===== config.mk =====
export PLATFORM = sky130hd
export DESIGN_NAME = cnv3_out_fifo_flat
export DESIGN_NICKNAME = d
export VERILOG_FILES = /design/src/rtl/cnv3_pkg.sv /design/src/rtl/cnv3_chan_if.sv /design/src/rtl/cnv3_out_fifo.sv /design/src/flat_wrapper.sv
export SDC_FILE = /design/constraint.sdc
export NUM_CORES = 1
export LEC_CHECK = 0
export ABC_AREA = 0
export BUFFER_PORTS_ARGS = -buffer_cell sky130_fd_sc_hd__buf_2
export CAP_MARGIN = 20
export CORE_ASPECT_RATIO = 2
export CORE_MARGIN = 2
export CORE_UTILIZATION = 40
export DETAILED_ROUTE_END_ITERATION = 10
export PLACE_DENSITY = 0.55
export RECOVER_POWER = 100
export SYNTH_ARGS = -nofsm -noshare
export SYNTH_HDL_FRONTEND = slang
export SYNTH_SLANG_ARGS = --single-unit
export TNS_END_PERCENT = 5

===== constraint.sdc =====
create_clock -name i_clk -period 9.9 [get_ports i_clk]
set_clock_uncertainty 0.15 [all_clocks]
set_input_delay 1.485 -clock i_clk [delete_from_list [all_inputs] [get_ports i_clk]]
set_output_delay 1.485 -clock i_clk [all_outputs]
set_load 0.01 [all_outputs]

===== src/rtl/cnv3_pkg.sv =====
// cnv3_pkg: shared constants, register codes and structs for the 3x3 convolution block.
// Depends on nothing; every other file of the block imports it.

package cnv3_pkg;

    // Default sizes, handed to the top-level parameters
    localparam int DEF_MAX_WIDTH   = 128;
    localparam int DEF_MAX_HEIGHT  = 128;
    localparam int DEF_SAMPLE_BITS = 16;

    localparam int KERNEL     = 3;
    localparam int DIM_W      = 8;     // image_width / image_height register width
    localparam int WEIGHT_W   = 16;    // one Q8.8 kernel weight
    localparam int WROW_W     = KERNEL * WEIGHT_W;
    localparam int BIAS_W     = 32;
    localparam int ACC_W      = 40;    // accumulator word
    localparam int RES_W      = 32;    // emitted result
    localparam int CFG_IDX_W  = 3;
    localparam int CFG_DATA_W = WROW_W;

    // Output queue; also bounds the number of words in flight
    localparam int FIFO_DEPTH = 8;

    typedef enum logic [CFG_IDX_W-1:0] {
        REG_IMAGE_WIDTH,
        REG_IMAGE_HEIGHT,
        REG_WEIGHTS_TOP,
        REG_WEIGHTS_MIDDLE,
        REG_WEIGHTS_BOTTOM,
        REG_BIAS_VALUE,
        REG_FIRST_CHANNEL,
        REG_LAST_CHANNEL
    } t_cfg_reg;

    typedef struct packed {
        logic [DIM_W-1:0]         image_width;
        logic [DIM_W-1:0]         image_height;
        logic [WROW_W-1:0]        weights_top;
        logic [WROW_W-1:0]        weights_middle;
        logic [WROW_W-1:0]        weights_bottom;
        logic signed [BIAS_W-1:0] bias_value;
        logic                     first_channel;
        logic                     last_channel;
    } t_cfg;

    // Per-word control carried down the pipeline
    typedef struct packed {
        logic vld;       // stage holds a word
        logic emit;      // word completes an interior neighborhood
        logic last_px;   // last interior pixel of the plane
    } t_pipe_ctl;

    typedef struct packed {
        logic signed [RES_W-1:0] value;
        logic                    plane_done;
    } t_result;

    // Kernel weight at (row, col); left column sits in the low bits of a row
    function automatic logic signed [WEIGHT_W-1:0] weight_at(input t_cfg cfg,
                                                             input int unsigned krow,
                                                             input int unsigned kcol);
        logic [WROW_W-1:0] wrow;
        case (krow)
            0:       wrow = cfg.weights_top;
            1:       wrow = cfg.weights_middle;
            default: wrow = cfg.weights_bottom;
        endcase
        return $signed(wrow[WEIGHT_W*kcol +: WEIGHT_W]);
    endfunction

endpackage


===== src/rtl/cnv3_chan_if.sv =====


interface cnv3_result_if;
    import cnv3_pkg::*;
    logic                    valid;
    logic                    ready;
    logic signed [RES_W-1:0] result_value;
    logic                    plane_done;

    modport source (output valid, output result_value, output plane_done, input ready);
    modport sink   (input valid, input result_value, input plane_done, output ready);
endinterface



===== src/rtl/cnv3_out_fifo.sv =====
// cnv3_out_fifo: small result queue that drives the output channel.
// Depends on cnv3_pkg and cnv3_result_if.

module cnv3_out_fifo (
    input  logic                                      i_clk,
    input  logic                                      i_rst_n,
    input  logic                                      i_push,
    input  cnv3_pkg::t_result                         i_result,
    output logic [$clog2(cnv3_pkg::FIFO_DEPTH+1)-1:0] o_count,
    cnv3_result_if.source                             o_result_ch
);
    import cnv3_pkg::*;

    localparam int PTRW = $clog2(FIFO_DEPTH);
    localparam int CNTW = $clog2(FIFO_DEPTH + 1);

    t_result          r_mem [FIFO_DEPTH];
    logic [PTRW-1:0]  r_wp, r_rp;
    logic [CNTW-1:0]  r_cnt;
    logic             pop;

    assign pop                      = o_result_ch.valid && o_result_ch.ready;
    assign o_result_ch.valid        = (r_cnt != '0);
    assign o_result_ch.result_value = r_mem[r_rp].value;
    assign o_result_ch.plane_done   = r_mem[r_rp].plane_done;
    assign o_count                  = r_cnt;

    always_ff @(posedge i_clk) begin
        if (i_push) begin
            r_mem[r_wp] <= i_result;
        end
    end

    always_ff @(posedge i_clk) begin
        if (!i_rst_n) begin
            r_wp  <= '0;
            r_rp  <= '0;
            r_cnt <= '0;
        end else begin
            if (i_push) begin
                r_wp <= (r_wp == PTRW'(FIFO_DEPTH - 1)) ? '0 : r_wp + PTRW'(1);
            end
            if (pop) begin
                r_rp <= (r_rp == PTRW'(FIFO_DEPTH - 1)) ? '0 : r_rp + PTRW'(1);
            end
            r_cnt <= r_cnt + CNTW'(i_push) - CNTW'(pop);
        end
    end

    a_no_overflow: assert property (@(posedge i_clk) disable iff (!i_rst_n)
        i_push |-> (r_cnt < CNTW'(FIFO_DEPTH)))
        else $error("result queue written while full");

endmodule


===== src/flat_wrapper.sv =====
// flat-port wrapper written by rule: the top's interface ports become plain ports
module cnv3_out_fifo_flat import cnv3_pkg::*;
  (i_clk, i_rst_n, i_push, i_result, o_count, o_result_ch_valid, o_result_ch_result_value, o_result_ch_plane_done, o_result_ch_ready);
  cnv3_result_if o_result_ch_i ();
  input  logic i_clk;
  input  logic i_rst_n;
  input  logic i_push;
  input  cnv3_pkg::t_result i_result;
  output logic [$clog2(cnv3_pkg::FIFO_DEPTH+1)-1:0] o_count;
  output wire logic [$bits(o_result_ch_i.valid)-1:0] o_result_ch_valid;
  output wire logic [$bits(o_result_ch_i.result_value)-1:0] o_result_ch_result_value;
  output wire logic [$bits(o_result_ch_i.plane_done)-1:0] o_result_ch_plane_done;
  input wire logic [$bits(o_result_ch_i.ready)-1:0] o_result_ch_ready;
  assign o_result_ch_valid = o_result_ch_i.valid;
  assign o_result_ch_result_value = o_result_ch_i.result_value;
  assign o_result_ch_plane_done = o_result_ch_i.plane_done;
  assign o_result_ch_i.ready = o_result_ch_ready;
  cnv3_out_fifo u_core (.i_clk(i_clk), .i_rst_n(i_rst_n), .i_push(i_push), .i_result(i_result), .o_count(o_count), .o_result_ch(o_result_ch_i));
endmodule

# Word level (Yosys, flattened, before mapping)
# Memories as Yosys holds them, arrays and structs flattened. A register that Yosys moved wholly into a read port is not among the register bits.
# Index checks and enable logic that the tools add are counted.
[totals]
ff_bits = 10
ramBits = 264
in_bits = 37
wordCells = 18
memories = 1
[mem_list]
columns = ["memory", "depth", "width", "rd", "rd_clocked_by_memory_dff", "write_ports", "line", "source"]
rows = [
  ["u_core.r_mem", 8, 33, 1, 1, 1, "cnv3_out_fifo.sv:17", "t_result r_mem [FIFO_DEPTH];"],
]
[classes]
add_sub_neg = 4
eq_ne = 2
muxes = 6
n_reduce_logical = 2
[ops]
columns = ["operator", "count"]
rows = [
  ["$mux W3", 4],
  ["$add A3 B1 Y3 const B", 2],
  ["$eq A3 B3 Y1 const B", 2],
  ["$add A4 B1 Y4", 1],
  ["$reduce_bool A4 Y1", 1],
  ["$sub A4 B1 Y4", 1],
  ["$mux W1", 2],
  ["$logic_and A1 B1 Y1", 1],
]

# Longest topological paths before layout
[depth]
depth_word = 4
mapped_depth = 9
mapped_depth_nobuf = 9

# Least setup slack after synthesis
# No wires, ideal clock.
[synth_timing]
path_type = "input port to flip-flop"
start = "input port i_push"
end = "memory u_core.r_mem[0][0] in the netlist's numbering (enable)"
t_arrival_ns = 3.853
path_slack_ns = 5.433
cell_stages = 2
path_cell_list = "nand2b_1 -> nor3_1"
[synth_between]
elab_chain_cells = 2
[synth_rtl]
columns = ["element", "line", "source"]
rows = [
  ["start, declared", "flat_wrapper.sv:7", "input logic i_push;"],
  ["$mux W1", "cnv3_out_fifo.sv:29", "if (i_push) begin"],
  ["$mux W1 (not written as such)", "cnv3_out_fifo.sv:30", "r_mem[r_wp] <= i_result;"],
  ["end, declared", "cnv3_out_fifo.sv:17", ""],
]
# Every way passes these cells.

==> metrics.txt <==
global routing usage on met2 0.286; synthesized instance count approximately 460; worst-case vdd ir drop between 0.1 and 0.15 mV; placed insts 864; via count of the first global-routing pass 5228; dpl hpwl 11600 microns; clk root buf sky130_fd_sc_hd__clkbuf_16; global placement routability congestion 0.703; vias post-DR 4699; total number of H-tree levels 1; number of cell rows 84; clock insertion delay at the later pin of the skew report 0.52 ns; drt via density around 5.2; horizontal extent of the die about 120 microns; number of buffers added by the clock tree synthesis step 24; post-synth cell types 25; worst-case headroom to the max-slew limit -1.21; post-detailed-routing wire length 20500 microns; initial DRC count 382; aggregate global-route resource usage 0.151; leakage power 3.67 nW; PD cells roughly 220 mW/mm^2; number of max-slew violations in the final report 311; cts-stage hold buffer count 0; sinks on the clock net approximately 280; Worst EP required 8.27 ns; clock-pin slew reported for the worst setup and hold paths after clock tree synthesis ~0.060 ns; type of element launching the critical path flip-flop; number of setup violations in the final report 0; Remaining Overflow, GRT 0; Routed WL per cell 22.6 microns; met3 demand-to-capacity share in global routing 0.0253; # IOs 75; pin slew with the least headroom to its limit between 3 and 4 ns; setup_tns 0 ns; Area Growth Syn to Fin 13.4%; Buffers on Ports 74; starting density of the core 0.404; Die Footprint roughly 0.028 sq mm; DP Area 0.0114 sq mm; final period utilization 0.585; biggest fanout along the worst timing path between 60 and 70; final period demand of the worst path 5.79 ns; endpoint class of the critical path output pin; Seq cells post-synth ~280; post-CTS sizing 0; number of warnings issued by yosys 0; met1 routing resource usage after global routing 0.171; critical path type reg -> out; antenna violations before repair 1; number of nets produced by synthesis 501; post-synth top area cell sky130_fd_sc_hd__edfxtp_1; clock tree buffer depth 3; RSZ-0062 raised after global routing false; share of synthesized area occupied by flip-flops and latches 0.774; arrival time worst endpoint 4.15 ns; nets roughly 600; syn avg cell area around 23 sq um; FF+latch area around 0.0082 sq mm; maximum capacitance violations 10; Hold Path Class reg -> reg; violations in the final reports capacitance limit, slew limit; post-detailed-route count of antenna-violating nets 0; count of placed standard cells in the final layout, fillers left out 908; top area cells in the synthesized netlist sky130_fd_sc_hd__edfxtp_1, sky130_fd_sc_hd__mux4_2, sky130_fd_sc_hd__mux2_2; run status finished with violations; wire length of the first global-routing pass 31000 microns; share of the synthesized area in the top cell type 0.749; chip height about 230 microns; final total power between 2 and 3 mW; maximum number of pins on one net before global-route repair between 60 and 70; maximum frequency from static timing analysis around 170 MHz; detailed-router iteration count before antenna repair 4; Post-CTS Setup Bufs 0; global route hottest layer met2; DRC violations left 0; proportion of layout cells with a drive suffix above 1 0.250; combined area of all synthesized cells ~0.011 sq mm; final core utilization 0.459; total core area roughly 0.026 sq mm; number of filler cells placed in the layout about 2200; Final Hold Viols 0; CTS tree yes; total area of multi-input combinational cells approximately 0.0023 sq mm; summed area of non-filler cells in the final layout 0.0120 sq mm
[sequential cells by signal, indices dropped and copies added (netlist names), named ones only]
register	cells
u_core.o_count	4
u_core.r_mem	264
u_core.r_rp	3
u_core.r_wp	3
[cell type report]
type / count / share of cell area
repair buffers: 85 / 0.0291
clock inverters: 6 / 0.00229
inverters: 4 / 0.00125
clock buffers: 36 / 0.0581
well taps: 344 / 0.0359
multi-input cells: 155 / 0.191
diodes: 1 / 0.000208
flip-flops and latches: 277 / 0.683
[routing by layer]
layer / share of wire / wire length, microns / vias to the layer above
met5: 0 / 0 / -
met4: 0.019 / 395 / 0
met3: 0.040 / 819 / 24
met2: 0.56 / 11400 / 84
met1: 0.38 / 7850 / 2517
li1: - / - / 2074
[cells in the final DEF, fill, tap and decap left out, types with 2 or more instances in the layout]
cell and instances:
sky130_fd_sc_hd__ha_1 8, sky130_fd_sc_hd__clkinv_1 4, sky130_fd_sc_hd__nor3_1 2, sky130_fd_sc_hd__nor2_1 5, sky130_fd_sc_hd__clkbuf_8 3, sky130_fd_sc_hd__nor2b_1 2, sky130_fd_sc_hd__inv_1 4, sky130_fd_sc_hd__nor2_4 3
sky130_fd_sc_hd__dfxtp_1 11, sky130_fd_sc_hd__clkbuf_1 83, sky130_fd_sc_hd__mux2_1 5, sky130_fd_sc_hd__mux2_2 28, sky130_fd_sc_hd__clkbuf_16 25, sky130_fd_sc_hd__and2_0 3, sky130_fd_sc_hd__buf_2 8, sky130_fd_sc_hd__nand2b_1 3
sky130_fd_sc_hd__edfxtp_1 264, sky130_fd_sc_hd__nand2_1 11, sky130_fd_sc_hd__mux4_2 66, sky130_fd_sc_hd__mux2i_1 10
[cell families (layout without fill, tap and decap cells)]
family / Yosys count / after routing / synth area share
simple gates: 33 / 33 / 0.0151
mux: 109 / 109 / 0.185
other cells: 0 / 1 / 0
xor+xnor: 1 / 1 / 0.000828
buf+inv: 23 / 131 / 0.0124
flops: 277 / 277 / 0.774
compound gates: 3 / 3 / 0.00177
fa+ha+maj: 9 / 9 / 0.0113
[final timing paths]
kind | startpoint | endpoint | slack [ns] | cells past startpoint
max | flip-flop | o_result_ch_result_value[18] | 4.11 | 3
min | u_core.r_rp[2] | flip-flop | 0.36 | 2
max reg2reg | u_core.r_wp[0] | u_core.r_mem[7][0] | 6.30 | 3
min reg2reg | u_core.r_rp[2] | flip-flop | 0.36 | 2
[through the flow]
stage | worst slack [ns] | hold slack [ns]
floorplan | 5.43 | 0.314
global placement | 5.64 | 0.330
detailed placement | 5.60 | 0.340
CTS | 5.03 | 0.350
global route | 3.76 | 0.397
finish | 4.11 | 0.356
[synthesized netlist by cell type (all sizes together)]
master	number
xor2	1
edfxtp	264
a21o	1
nand3b	1
fa	1
nor2	8
nand2b	3
clkbuf	7
inv	4
or2	1
dfxtp	13
mux2	33
and2	4
nor3	2
mux4	66
a21oi	1
buf	12
nor2b	2
o22ai	1
or3b	1
mux2i	10
nand2	11
ha	8
[power breakdown]
part	internal, mW	switching, mW
logic	0.190	0.185
clock network	0.484	0.384
registers	1.32	0.0368
total	2.00	0.606
[worst max-delay path, stage by stage, from the launching register on]
cell	delay, ns
sky130_fd_sc_hd__dfxtp_1	2.59
sky130_fd_sc_hd__mux4_2	0.50
sky130_fd_sc_hd__mux2_1	0.37
sky130_fd_sc_hd__buf_2	0.16
Power figures use the tool's default switching activity.
