### src/rtl/cnv3_pkg.sv
// cnv3_pkg: shared constants, register codes and structs for the 3x3 convolution block.
// Depends on nothing; every other file of the block imports it.

package cnv3_pkg;

    // Default sizes, handed to the top-level parameters
    localparam int DEF_MAX_WIDTH   = 128;
    localparam int DEF_MAX_HEIGHT  = 128;
    localparam int DEF_SAMPLE_BITS = 16;

    localparam int KERNEL     = 3;
    localparam int DIM_W      = 8;     // image_width / image_height register width
    localparam int WEIGHT_W   = 16;    // one Q8.8 kernel weight
    localparam int WROW_W     = KERNEL * WEIGHT_W;
    localparam int BIAS_W     = 32;
    localparam int ACC_W      = 40;    // accumulator word
    localparam int RES_W      = 32;    // emitted result
    localparam int CFG_IDX_W  = 3;
    localparam int CFG_DATA_W = WROW_W;

    // Output queue; also bounds the number of words in flight
    localparam int FIFO_DEPTH = 8;

    typedef enum logic [CFG_IDX_W-1:0] {
        REG_IMAGE_WIDTH,
        REG_IMAGE_HEIGHT,
        REG_WEIGHTS_TOP,
        REG_WEIGHTS_MIDDLE,
        REG_WEIGHTS_BOTTOM,
        REG_BIAS_VALUE,
        REG_FIRST_CHANNEL,
        REG_LAST_CHANNEL
    } t_cfg_reg;

    typedef struct packed {
        logic [DIM_W-1:0]         image_width;
        logic [DIM_W-1:0]         image_height;
        logic [WROW_W-1:0]        weights_top;
        logic [WROW_W-1:0]        weights_middle;
        logic [WROW_W-1:0]        weights_bottom;
        logic signed [BIAS_W-1:0] bias_value;
        logic                     first_channel;
        logic                     last_channel;
    } t_cfg;

    // Per-word control carried down the pipeline
    typedef struct packed {
        logic vld;       // stage holds a word
        logic emit;      // word completes an interior neighborhood
        logic last_px;   // last interior pixel of the plane
    } t_pipe_ctl;

    typedef struct packed {
        logic signed [RES_W-1:0] value;
        logic                    plane_done;
    } t_result;

    // Kernel weight at (row, col); left column sits in the low bits of a row
    function automatic logic signed [WEIGHT_W-1:0] weight_at(input t_cfg cfg,
                                                             input int unsigned krow,
                                                             input int unsigned kcol);
        logic [WROW_W-1:0] wrow;
        case (krow)
            0:       wrow = cfg.weights_top;
            1:       wrow = cfg.weights_middle;
            default: wrow = cfg.weights_bottom;
        endcase
        return $signed(wrow[WEIGHT_W*kcol +: WEIGHT_W]);
    endfunction

endpackage

### src/rtl/cnv3_chan_if.sv


interface cnv3_cfg_if;
    import cnv3_pkg::*;
    logic                  valid;
    logic                  ready;
    logic [CFG_IDX_W-1:0]  index;
    logic [CFG_DATA_W-1:0] data;

    modport source (output valid, output index, output data, input ready);
    modport sink   (input valid, input index, input data, output ready);
endinterface

### src/rtl/cnv3_cfg_regs.sv
// cnv3_cfg_regs: register file written through the configuration channel.
// Depends on cnv3_pkg and cnv3_cfg_if.

module cnv3_cfg_regs (
    input  logic              i_clk,
    input  logic              i_rst_n,
    cnv3_cfg_if.sink          i_cfg_ch,
    output cnv3_pkg::t_cfg    o_cfg
);
    import cnv3_pkg::*;

    t_cfg r_cfg;

    assign i_cfg_ch.ready = 1'b1;
    assign o_cfg          = r_cfg;

    always_ff @(posedge i_clk) begin
        if (!i_rst_n) begin
            r_cfg.image_width    <= DIM_W'(DEF_MAX_WIDTH);
            r_cfg.image_height   <= DIM_W'(DEF_MAX_HEIGHT);
            r_cfg.weights_top    <= '0;
            r_cfg.weights_middle <= '0;
            r_cfg.weights_bottom <= '0;
            r_cfg.bias_value     <= '0;
            r_cfg.first_channel  <= 1'b1;
            r_cfg.last_channel   <= 1'b1;
        end else if (i_cfg_ch.valid) begin
            case (i_cfg_ch.index)
                REG_IMAGE_WIDTH:    r_cfg.image_width    <= i_cfg_ch.data[DIM_W-1:0];
                REG_IMAGE_HEIGHT:   r_cfg.image_height   <= i_cfg_ch.data[DIM_W-1:0];
                REG_WEIGHTS_TOP:    r_cfg.weights_top    <= i_cfg_ch.data[WROW_W-1:0];
                REG_WEIGHTS_MIDDLE: r_cfg.weights_middle <= i_cfg_ch.data[WROW_W-1:0];
                REG_WEIGHTS_BOTTOM: r_cfg.weights_bottom <= i_cfg_ch.data[WROW_W-1:0];
                REG_BIAS_VALUE:     r_cfg.bias_value     <= $signed(i_cfg_ch.data[BIAS_W-1:0]);
                REG_FIRST_CHANNEL:  r_cfg.first_channel  <= i_cfg_ch.data[0];
                REG_LAST_CHANNEL:   r_cfg.last_channel   <= i_cfg_ch.data[0];
                default: ;
            endcase
        end
    end

endmodule

### src/flat_wrapper.sv
// flat-port wrapper written by rule: the top's interface ports become plain ports
module cnv3_cfg_regs_flat import cnv3_pkg::*;
  (i_clk, i_rst_n, o_cfg, i_cfg_ch_valid, i_cfg_ch_index, i_cfg_ch_data, i_cfg_ch_ready);
  cnv3_cfg_if i_cfg_ch_i ();
  input  logic i_clk;
  input  logic i_rst_n;
  output cnv3_pkg::t_cfg o_cfg;
  input wire logic [$bits(i_cfg_ch_i.valid)-1:0] i_cfg_ch_valid;
  input wire logic [$bits(i_cfg_ch_i.index)-1:0] i_cfg_ch_index;
  input wire logic [$bits(i_cfg_ch_i.data)-1:0] i_cfg_ch_data;
  output wire logic [$bits(i_cfg_ch_i.ready)-1:0] i_cfg_ch_ready;
  assign i_cfg_ch_i.valid = i_cfg_ch_valid;
  assign i_cfg_ch_i.index = i_cfg_ch_index;
  assign i_cfg_ch_i.data = i_cfg_ch_data;
  assign i_cfg_ch_ready = i_cfg_ch_i.ready;
  cnv3_cfg_regs u_core (.i_clk(i_clk), .i_rst_n(i_rst_n), .i_cfg_ch(i_cfg_ch_i), .o_cfg(o_cfg));
endmodule
### config.mk
export PLATFORM = sky130hd
export DESIGN_NAME = cnv3_cfg_regs_flat
export DESIGN_NICKNAME = d
export VERILOG_FILES = /design/src/rtl/cnv3_pkg.sv /design/src/rtl/cnv3_chan_if.sv /design/src/rtl/cnv3_cfg_regs.sv /design/src/flat_wrapper.sv
export SDC_FILE = /design/constraint.sdc
export NUM_CORES = 1
export LEC_CHECK = 0
export ABC_CLOCK_PERIOD_IN_PS = 1900
export BUFFER_PORTS_ARGS = -buffer_cell sky130_fd_sc_hd__buf_4
export CORE_MARGIN = 2
export CORE_UTILIZATION = 40
export CTS_CLUSTER_DIAMETER = 120
export DETAILED_ROUTE_END_ITERATION = 6
export GPL_TIMING_DRIVEN = 0
export PLACE_DENSITY = 0.66
export SYNTH_ARGS = -nofsm -noshare
export SYNTH_HDL_FRONTEND = slang
export SYNTH_SLANG_ARGS = --single-unit
### constraint.sdc
create_clock -name i_clk -period 1.9 [get_ports i_clk]
set_input_delay 0.475 -clock i_clk [delete_from_list [all_inputs] [get_ports i_clk]]
set_output_delay 0.475 -clock i_clk [all_outputs]
set_load 0.005 [all_outputs]
Word level (Yosys, flattened, before mapping):

Cells that the tools add are included.

* flip-flop bits (word level): 194
* bits in latches: 0
* RAM bits: 0
* memory bits (read-only): 0
* input bits: 54
* output and inout bits: 195
* word-level logic and storage cells: 24
* memories kept: 0

* add/subtract/negate cells: 0
* $mul: 0
* divide/modulo/power cells: 0
* $lt $le $gt $ge: 0
* equal/unequal tests: 7
* shift operators: 0
* multiplexer cells: 0
* bitwise gates (word level): 0
* reduce and logical (&&, ||, !) cells: 9

Operators by type and width (number)
* $reduce_and A2 Y1: 8
* $eq A3 B3 Y1 const B: 4
* $eq A3 B2 Y1 const B: 2
* $eq A3 B1 Y1 const B: 1
* $logic_not A3 Y1: 1

Logic depth before layout (Yosys ltp):

Gate-level depths: netlist (run 1).

* depth after elaboration: 2
* gate-level depth with buffers: 6

Worst setup path after synthesis (run 1):

No wires, ideal clock.

* path type: input-to-reg
* from: input i_cfg_ch_index[0]
* to: register u_core.r_cfg, in the netlist u_core.o_cfg[186]
* library setup time: 123 ps
* data arrival time: 1351 ps
* slack: 426 ps
* stages on the path: 4
* buffers on the path: 2
* path through: buf_6 -> or4b_1 -> buf_6 -> mux2i_1

* longest elaborated chain between the ends: 2

Ends and longest elaborated chain
* start, declared: line flat_wrapper.sv:9 `input wire logic [$bits(i_cfg_ch_i.index)-1:0] i_cfg_ch_index;`
* $logic_not A3 Y1: line cnv3_cfg_regs.sv:28 `case (i_cfg_ch.index)`
* $reduce_and A2 Y1 (no source line)
* end, declared: line cnv3_cfg_regs.sv:12 `t_cfg r_cfg;`

Every way passes these cells.
A chain may end at the register's enable or synchronous reset.

==> results.toml, run 1 <==
[synthesis]
ys_warn_count = 0
synthTopCellsByArea = "dfxtp_1, mux2i_1, nand2_1"
yosysTopAreaCellShare_pct = 54.5
synth-main-ff-cell = "dfxtp_1"
ys_ff_latch = 194
synthCells = 693
synth_commonest_cells = "nand2_1, dfxtp_1, mux2i_1, clkbuf_1, buf_2"
ys_seq_area_share_pct = 54.5
syn_avg_cell_area_um2 = 10.3
syn-cell-area_mm2 = 0.00712
synth.most_common_cell = "nand2_1"
synth_largest_area_cell = "dfxtp_1"
synth_enable_flop_cells = 0
synth_cell_types = 15
synthesis.nets = 747
synth-async-reset-ratio_pct = 0

[final_layout]
diodes = 0
largest_reg_flops = 194
area_delta_synth_final_pct = 38.0
post-route-util_pct = 56.7
final_nets = 1010
drive_gt1_share_pct = 31.1
stdcell_count = 1193

[detailed_routing]
first_pass_iters = 4
wl_um = 20000
drtAntennaViolNets = 0
route.detailed.drc = 0
drtIter0Drc = 187
viasPerCell = 4.75
wl_per_cell_um = 16.7
vias = 5671

[critical_path]
cp_num_buf_inv = 3
crit_slowest_cell = "clkbuf_1"
path_common_cell = "buf_2"
worstPathRequired_ns = 2.23
cp.arrival_ns = 1.75
cp_cell_sequence = "buf_2 -> buf_2 -> clkbuf_1 -> nand2_1 -> mux2i_1"
crit_type = "input pin to register"
end_kind = "register"
cp_max_fo = 10
path_delay_family = "buffers and inverters"
start_kind = "input pin"
max_stage_delay_ns = 0.41

[clock_tree]
cts_sinks = 194
clock_path_buffers = 2
cts.clk_slew.worst_paths_ns = 0.07
cts-root-buf = "clkbuf_16"
cts-resized-gates = 0
post_cts_buffers = 0
cts_tree = "yes"
holdBufCountCts = 0
worstSkewPairLatency_ns = 0.41
htree_num_levels = 4
numCtsBuffers = 17

[power]
power_switching_w = 0.00194
p_int_w = 0.00656
powerDensity_mw_per_mm2 = 864
ir_drop_v = 0.000595
power.share.sequential_pct = 49.5
switching_share_pct = 22.8
p_leak_nw = 5.06
pwr-share-comb_pct = 7.4
p_clk_share_pct = 43.1

[floorplan]
start_util_pct = 41.0
rows = 48
ios = 249
core-area_mm2 = 0.0174
die_w_um = 137
die_h_um = 137
dieArea_mm2 = 0.0189

[sta]
setup_viol = 0
slew_violations = 0
rsz0062_at_grt = "no"
final.setup.tns_ns = 0
min_period_ns = 1.42
hold_viol = 0
period_share_pct = 74.7
fin_worst_skew_ns = 0
tightestPinTransition_ns = 0.547
maxSlewHeadroom_pct = 63.6
max_freq_mhz = 705

[global_routing]
antenna_found_initial = 0
gr-total-overflow = 0
grt_max_degree = 17
grt_first_pass_wirelength_um = 30300
grt_pass1_vias = 5584
grtUsageTotal_pct = 21.1

[placed_design]
hpwl_um = 14800
io_buffers = 244
place_congestion = 0.753
placed_cells = 1162

[min_path]
min_path_type = "input pin to register"

[status]
status = "completed"

[run]
max-cap-violations = 0
layer usage:
| metal | wire length [µm] | up-vias | global-route usage [%] |
|---|---|---|---|
| met5 | 0 | - | 0 |
| met4 | 400 | 0 | 6.87 |
| met3 | 1720 | 24 | 7.21 |
| met2 | 9150 | 188 | 34.2 |
| met1 | 8710 | 2655 | 26.3 |
| li1 | - | 2804 | - |
kinds of logic (layout without fill, tap and decap cells):
family	Yosys count	count (layout)	share of synthesized area, %
muxes	194	194	27.3
DFF	194	194	54.5
and+or+nand+nor	252	252	14.2
other	1	1	0.0526
buffers and inverters	52	327	4.01
area by class of cell:
cell class                      count  area (µm²)
Clock inverter                     12         154
Clock buffer                       19         443
Tap cell                          225         282
Buffer                             52         285
Fill cell                        1603        7520
Multi-Input combinational cell    447        2950
Timing Repair Buffer              244        1830
Sequential cell                   194        3880
power by group through the flow:
stage	combinational [W]	sequential, W	clock, W
4_1_cts	0.000637	0.00420	0.00373
5_1_grt	0.000684	0.00421	0.00389
6_report	0.000625	0.00420	0.00367
3_5_place_dp	0.000635	0.00430	0
3_3_place_gp	0.000632	0.00429	0
2_1_floorplan	0.000290	0.00430	0
stage by stage:
step	hold WS, ns	instance area [µm²]	power, W	setup WS (ns)
after detailed placement	0.448	9240	0.00493	0.0451
after floorplan	0.451	7120	0.00459	0.426
final	0.338	9830	0.00849	0.481
after global placement	0.443	9240	0.00493	0.0328
after CTS	0.322	9830	0.00857	0.463
after global routing	0.344	9830	0.00879	0.288
cell usage in the layout (no fill, tap or decap):
cell type	n
buf_4	249
nand2_1	238
mux2i_1	194
dfxtp_1	194
clkbuf_1	25
clkbuf_16	17
buf_2	15
buf_6	7
nor2b_1	6
nand4b_1	3
bufinv_16	3
clkinv_2	3
inv_6	3
clkinvlp_4	3
nand4bb_1	2
and4bb_1	1
or4b_1	1
buf_1	1
nand4_1	1
conb_1	1
clkbuf_8	1
tightest hold or removal path: stages:
cell and delay (ns):
buf_4 0.08, nor2b_1 0.05, mux2i_1 0.11
final timing paths:
path                                                     start                        endpoint  slack [ns]  cells after the start
worst max-delay path                                   i_rst_n  u_core.o_cfg[191]$_SDFFE_PN0P_        0.48                      5
worst min-delay path                          i_cfg_ch_data[0]    u_core.o_cfg[1]$_SDFFE_PN1P_        0.34                      3
worst max register to register  u_core.o_cfg[191]$_SDFFE_PN0P_  u_core.o_cfg[191]$_SDFFE_PN0P_        1.21                      2
worst min register to register  u_core.o_cfg[148]$_SDFFE_PN0P_  u_core.o_cfg[148]$_SDFFE_PN0P_        0.46                      2
No activity file was read; power rests on OpenSTA's default activity.
==> run 2, diff against run 1 <==
--- a/config.mk
+++ b/config.mk
@@ -5,7 +5,7 @@
 export SDC_FILE = /design/constraint.sdc
 export NUM_CORES = 1
 export LEC_CHECK = 0
-export ABC_CLOCK_PERIOD_IN_PS = 1900
+export ABC_CLOCK_PERIOD_IN_PS = 1450
 export BUFFER_PORTS_ARGS = -buffer_cell sky130_fd_sc_hd__buf_4
 export CORE_MARGIN = 2
 export CORE_UTILIZATION = 40
==> constraint.sdc (replaced) <==
create_clock -name i_clk -period 1.45 [get_ports i_clk]
set_input_delay 0.3625 -clock i_clk [delete_from_list [all_inputs] [get_ports i_clk]]
set_output_delay 0.3625 -clock i_clk [all_outputs]
set_load 0.005 [all_outputs]
==> run 2 against run 1 <==
Effect of this change: first-iteration DRC count increased by 0.53%; highest routed layer unchanged; die area did not move; sequential power is 31% higher; critical path type unchanged; global-route usage stayed put; critical endpoint unchanged; largest power group unchanged; clock skew unchanged; combinational power increased by 31%; worst setup slack lost 0.34 ns.
==> results.toml, run 2 (synthesis results as in run 1) <==
[critical_path]
rrSetupSlack_ns = 0.76
r2r_start = "u_core.o_cfg[191]$_SDFFE_PN0P_"
start_kind = "input pin"
worstPathRequired_ns = 1.78
end_kind = "register"
cp_max_fo = 10
r2r-end = "u_core.o_cfg[191]$_SDFFE_PN0P_"
cp.arrival_ns = 1.64
ff2ff_path_depth = 2
crit_type = "input pin to register"

[detailed_routing]
wl_per_cell_um = 16.8
route.detailed.drc = 0
viasPerCell = 4.75
drtAntennaViolNets = 0
drtIter0Drc = 188
first_pass_iters = 4
wl_um = 20000
vias = 5665

[final_layout]
mostFrequentLayoutCell = "buf_4"
largest_reg_flops = 194
area_delta_synth_final_pct = 38.1
final_cell_mix = "buf_4, nand2_1, mux2i_1, dfxtp_1, clkbuf_1"
final_nets = 1010
fill_cells = 1603
drive_gt1_share_pct = 31.2
diodes = 0
final_cell_area_mm2 = 0.00983

[sta]
worst_slack_ns = 0.144
min_period_ns = 1.31
setup_viol = 0
max_freq_mhz = 766
fin_worst_skew_ns = 0
slew_violations = 0
period_share_pct = 90.1
maxSlewHeadroom_pct = 64.4
tightestPinTransition_ns = 0.534
rsz0062_at_grt = "yes"
final.setup.tns_ns = 0
hold_viol = 0

[placed_design]
hpwl_um = 14800
io_buffers = 244
place_ws_ns = -0.292
place_congestion = 0.753
placed_area_mm2 = 0.00924

[global_routing]
met3_usage_pct = 7.21
grt_pass1_vias = 5584
grtUsageTotal_pct = 21.1
grt_first_pass_wirelength_um = 30300
grt.busiest_layer = "met2"
grt_max_degree = 17
use_met2_pct = 34.2
use_met1_pct = 26.3
gr-total-overflow = 0
antenna_found_initial = 0

[clock_tree]
cts.clk_slew.worst_paths_ns = 0.07
worstSkewPairLatency_ns = 0.41
cts-root-buf = "clkbuf_16"
cts-resized-gates = 0
post_cts_buffers = 0
numCtsBuffers = 17
htree_num_levels = 4
cts_sinks = 194
holdBufCountCts = 0
clock_path_buffers = 2
cts_tree = "yes"

[min_path]
hold_path_end = "u_core.o_cfg[1]$_SDFFE_PN1P_"
min_path_type = "input pin to register"
holdPathStages = 3
hp-start = "i_cfg_ch_data[0]"

[floorplan]
dieArea_mm2 = 0.0189
core-area_mm2 = 0.0174
ios = 249
die_h_um = 137
die_w_um = 137
rows = 48
start_util_pct = 41.0

[run]
max-cap-violations = 0

[power]
powerDensity_mw_per_mm2 = 1130
p_leak_nw = 5.06
ir_drop_v = 0.000780

[status]
status = "completed"
[run 2: cell counts in the layout (fill, tap and decap cells not counted)]
No cell type changed its count.
[run 2: layout make-up]
type                       count  area (µm²)  share of cell area, %
sequential                   194        3880                   39.5
multi-input combinational    447        2950                   30.0
timing repair buffer         244        1830                   18.6
clock buffer                  19         443                   4.50
buffer                        52         287                   2.91
tap                          225         282                   2.86
clock inverter                12         154                   1.56
[run 2: metal layers]
metal	vias to the layer above	part of all wire, %
met4	0	2.0
li1	2806	-
met1	2655	44
met2	180	46
met3	24	8.5
met5	-	0
[run 2: how the worst max path moves through the flow]
stage	to	from	slack (ns)	depth (start not counted)
after floorplan	u_core.o_cfg[186]$_SDFFE_PN0P_	i_cfg_ch_index[0]	0.09	4
after global placement	u_core.o_cfg[54]$_SDFFE_PN0P_	i_rst_n	-0.30	5
after detailed placement	u_core.o_cfg[60]$_SDFFE_PN0P_	i_rst_n	-0.29	5
after CTS	u_core.o_cfg[191]$_SDFFE_PN0P_	i_rst_n	0.13	5
after global routing	u_core.o_cfg[25]$_SDFFE_PN0P_	i_rst_n	-0.0008	5
final	u_core.o_cfg[191]$_SDFFE_PN0P_	i_rst_n	0.14	5
[run 2: worst max-delay path, cell delays in order]
cell	delay, ns
buf_2	0.24
buf_2	0.28
clkbuf_1	0.41
nand2_1	0.14
mux2i_1	0.19
[run 2: through the flow]
stage | instances | util (%) | power, W | hold slack [ns]
floorplan | 693 | - | 0.00601 | 0.451
global placement | 1162 | 53.2 | 0.00646 | 0.443
detailed placement | 1162 | 53.2 | 0.00646 | 0.448
CTS | 1193 | 56.7 | 0.0112 | 0.210
global route | 1193 | 56.7 | 0.0115 | 0.232
finish | 1193 | 56.7 | 0.0111 | 0.225
[run 2: where the power goes]
part	total (W)	internal, W	switching [W]
combinational	0.000820	0.000387	0.000433
clock	0.00480	0.00276	0.00204
sequential	0.00551	0.00544	0.0000641
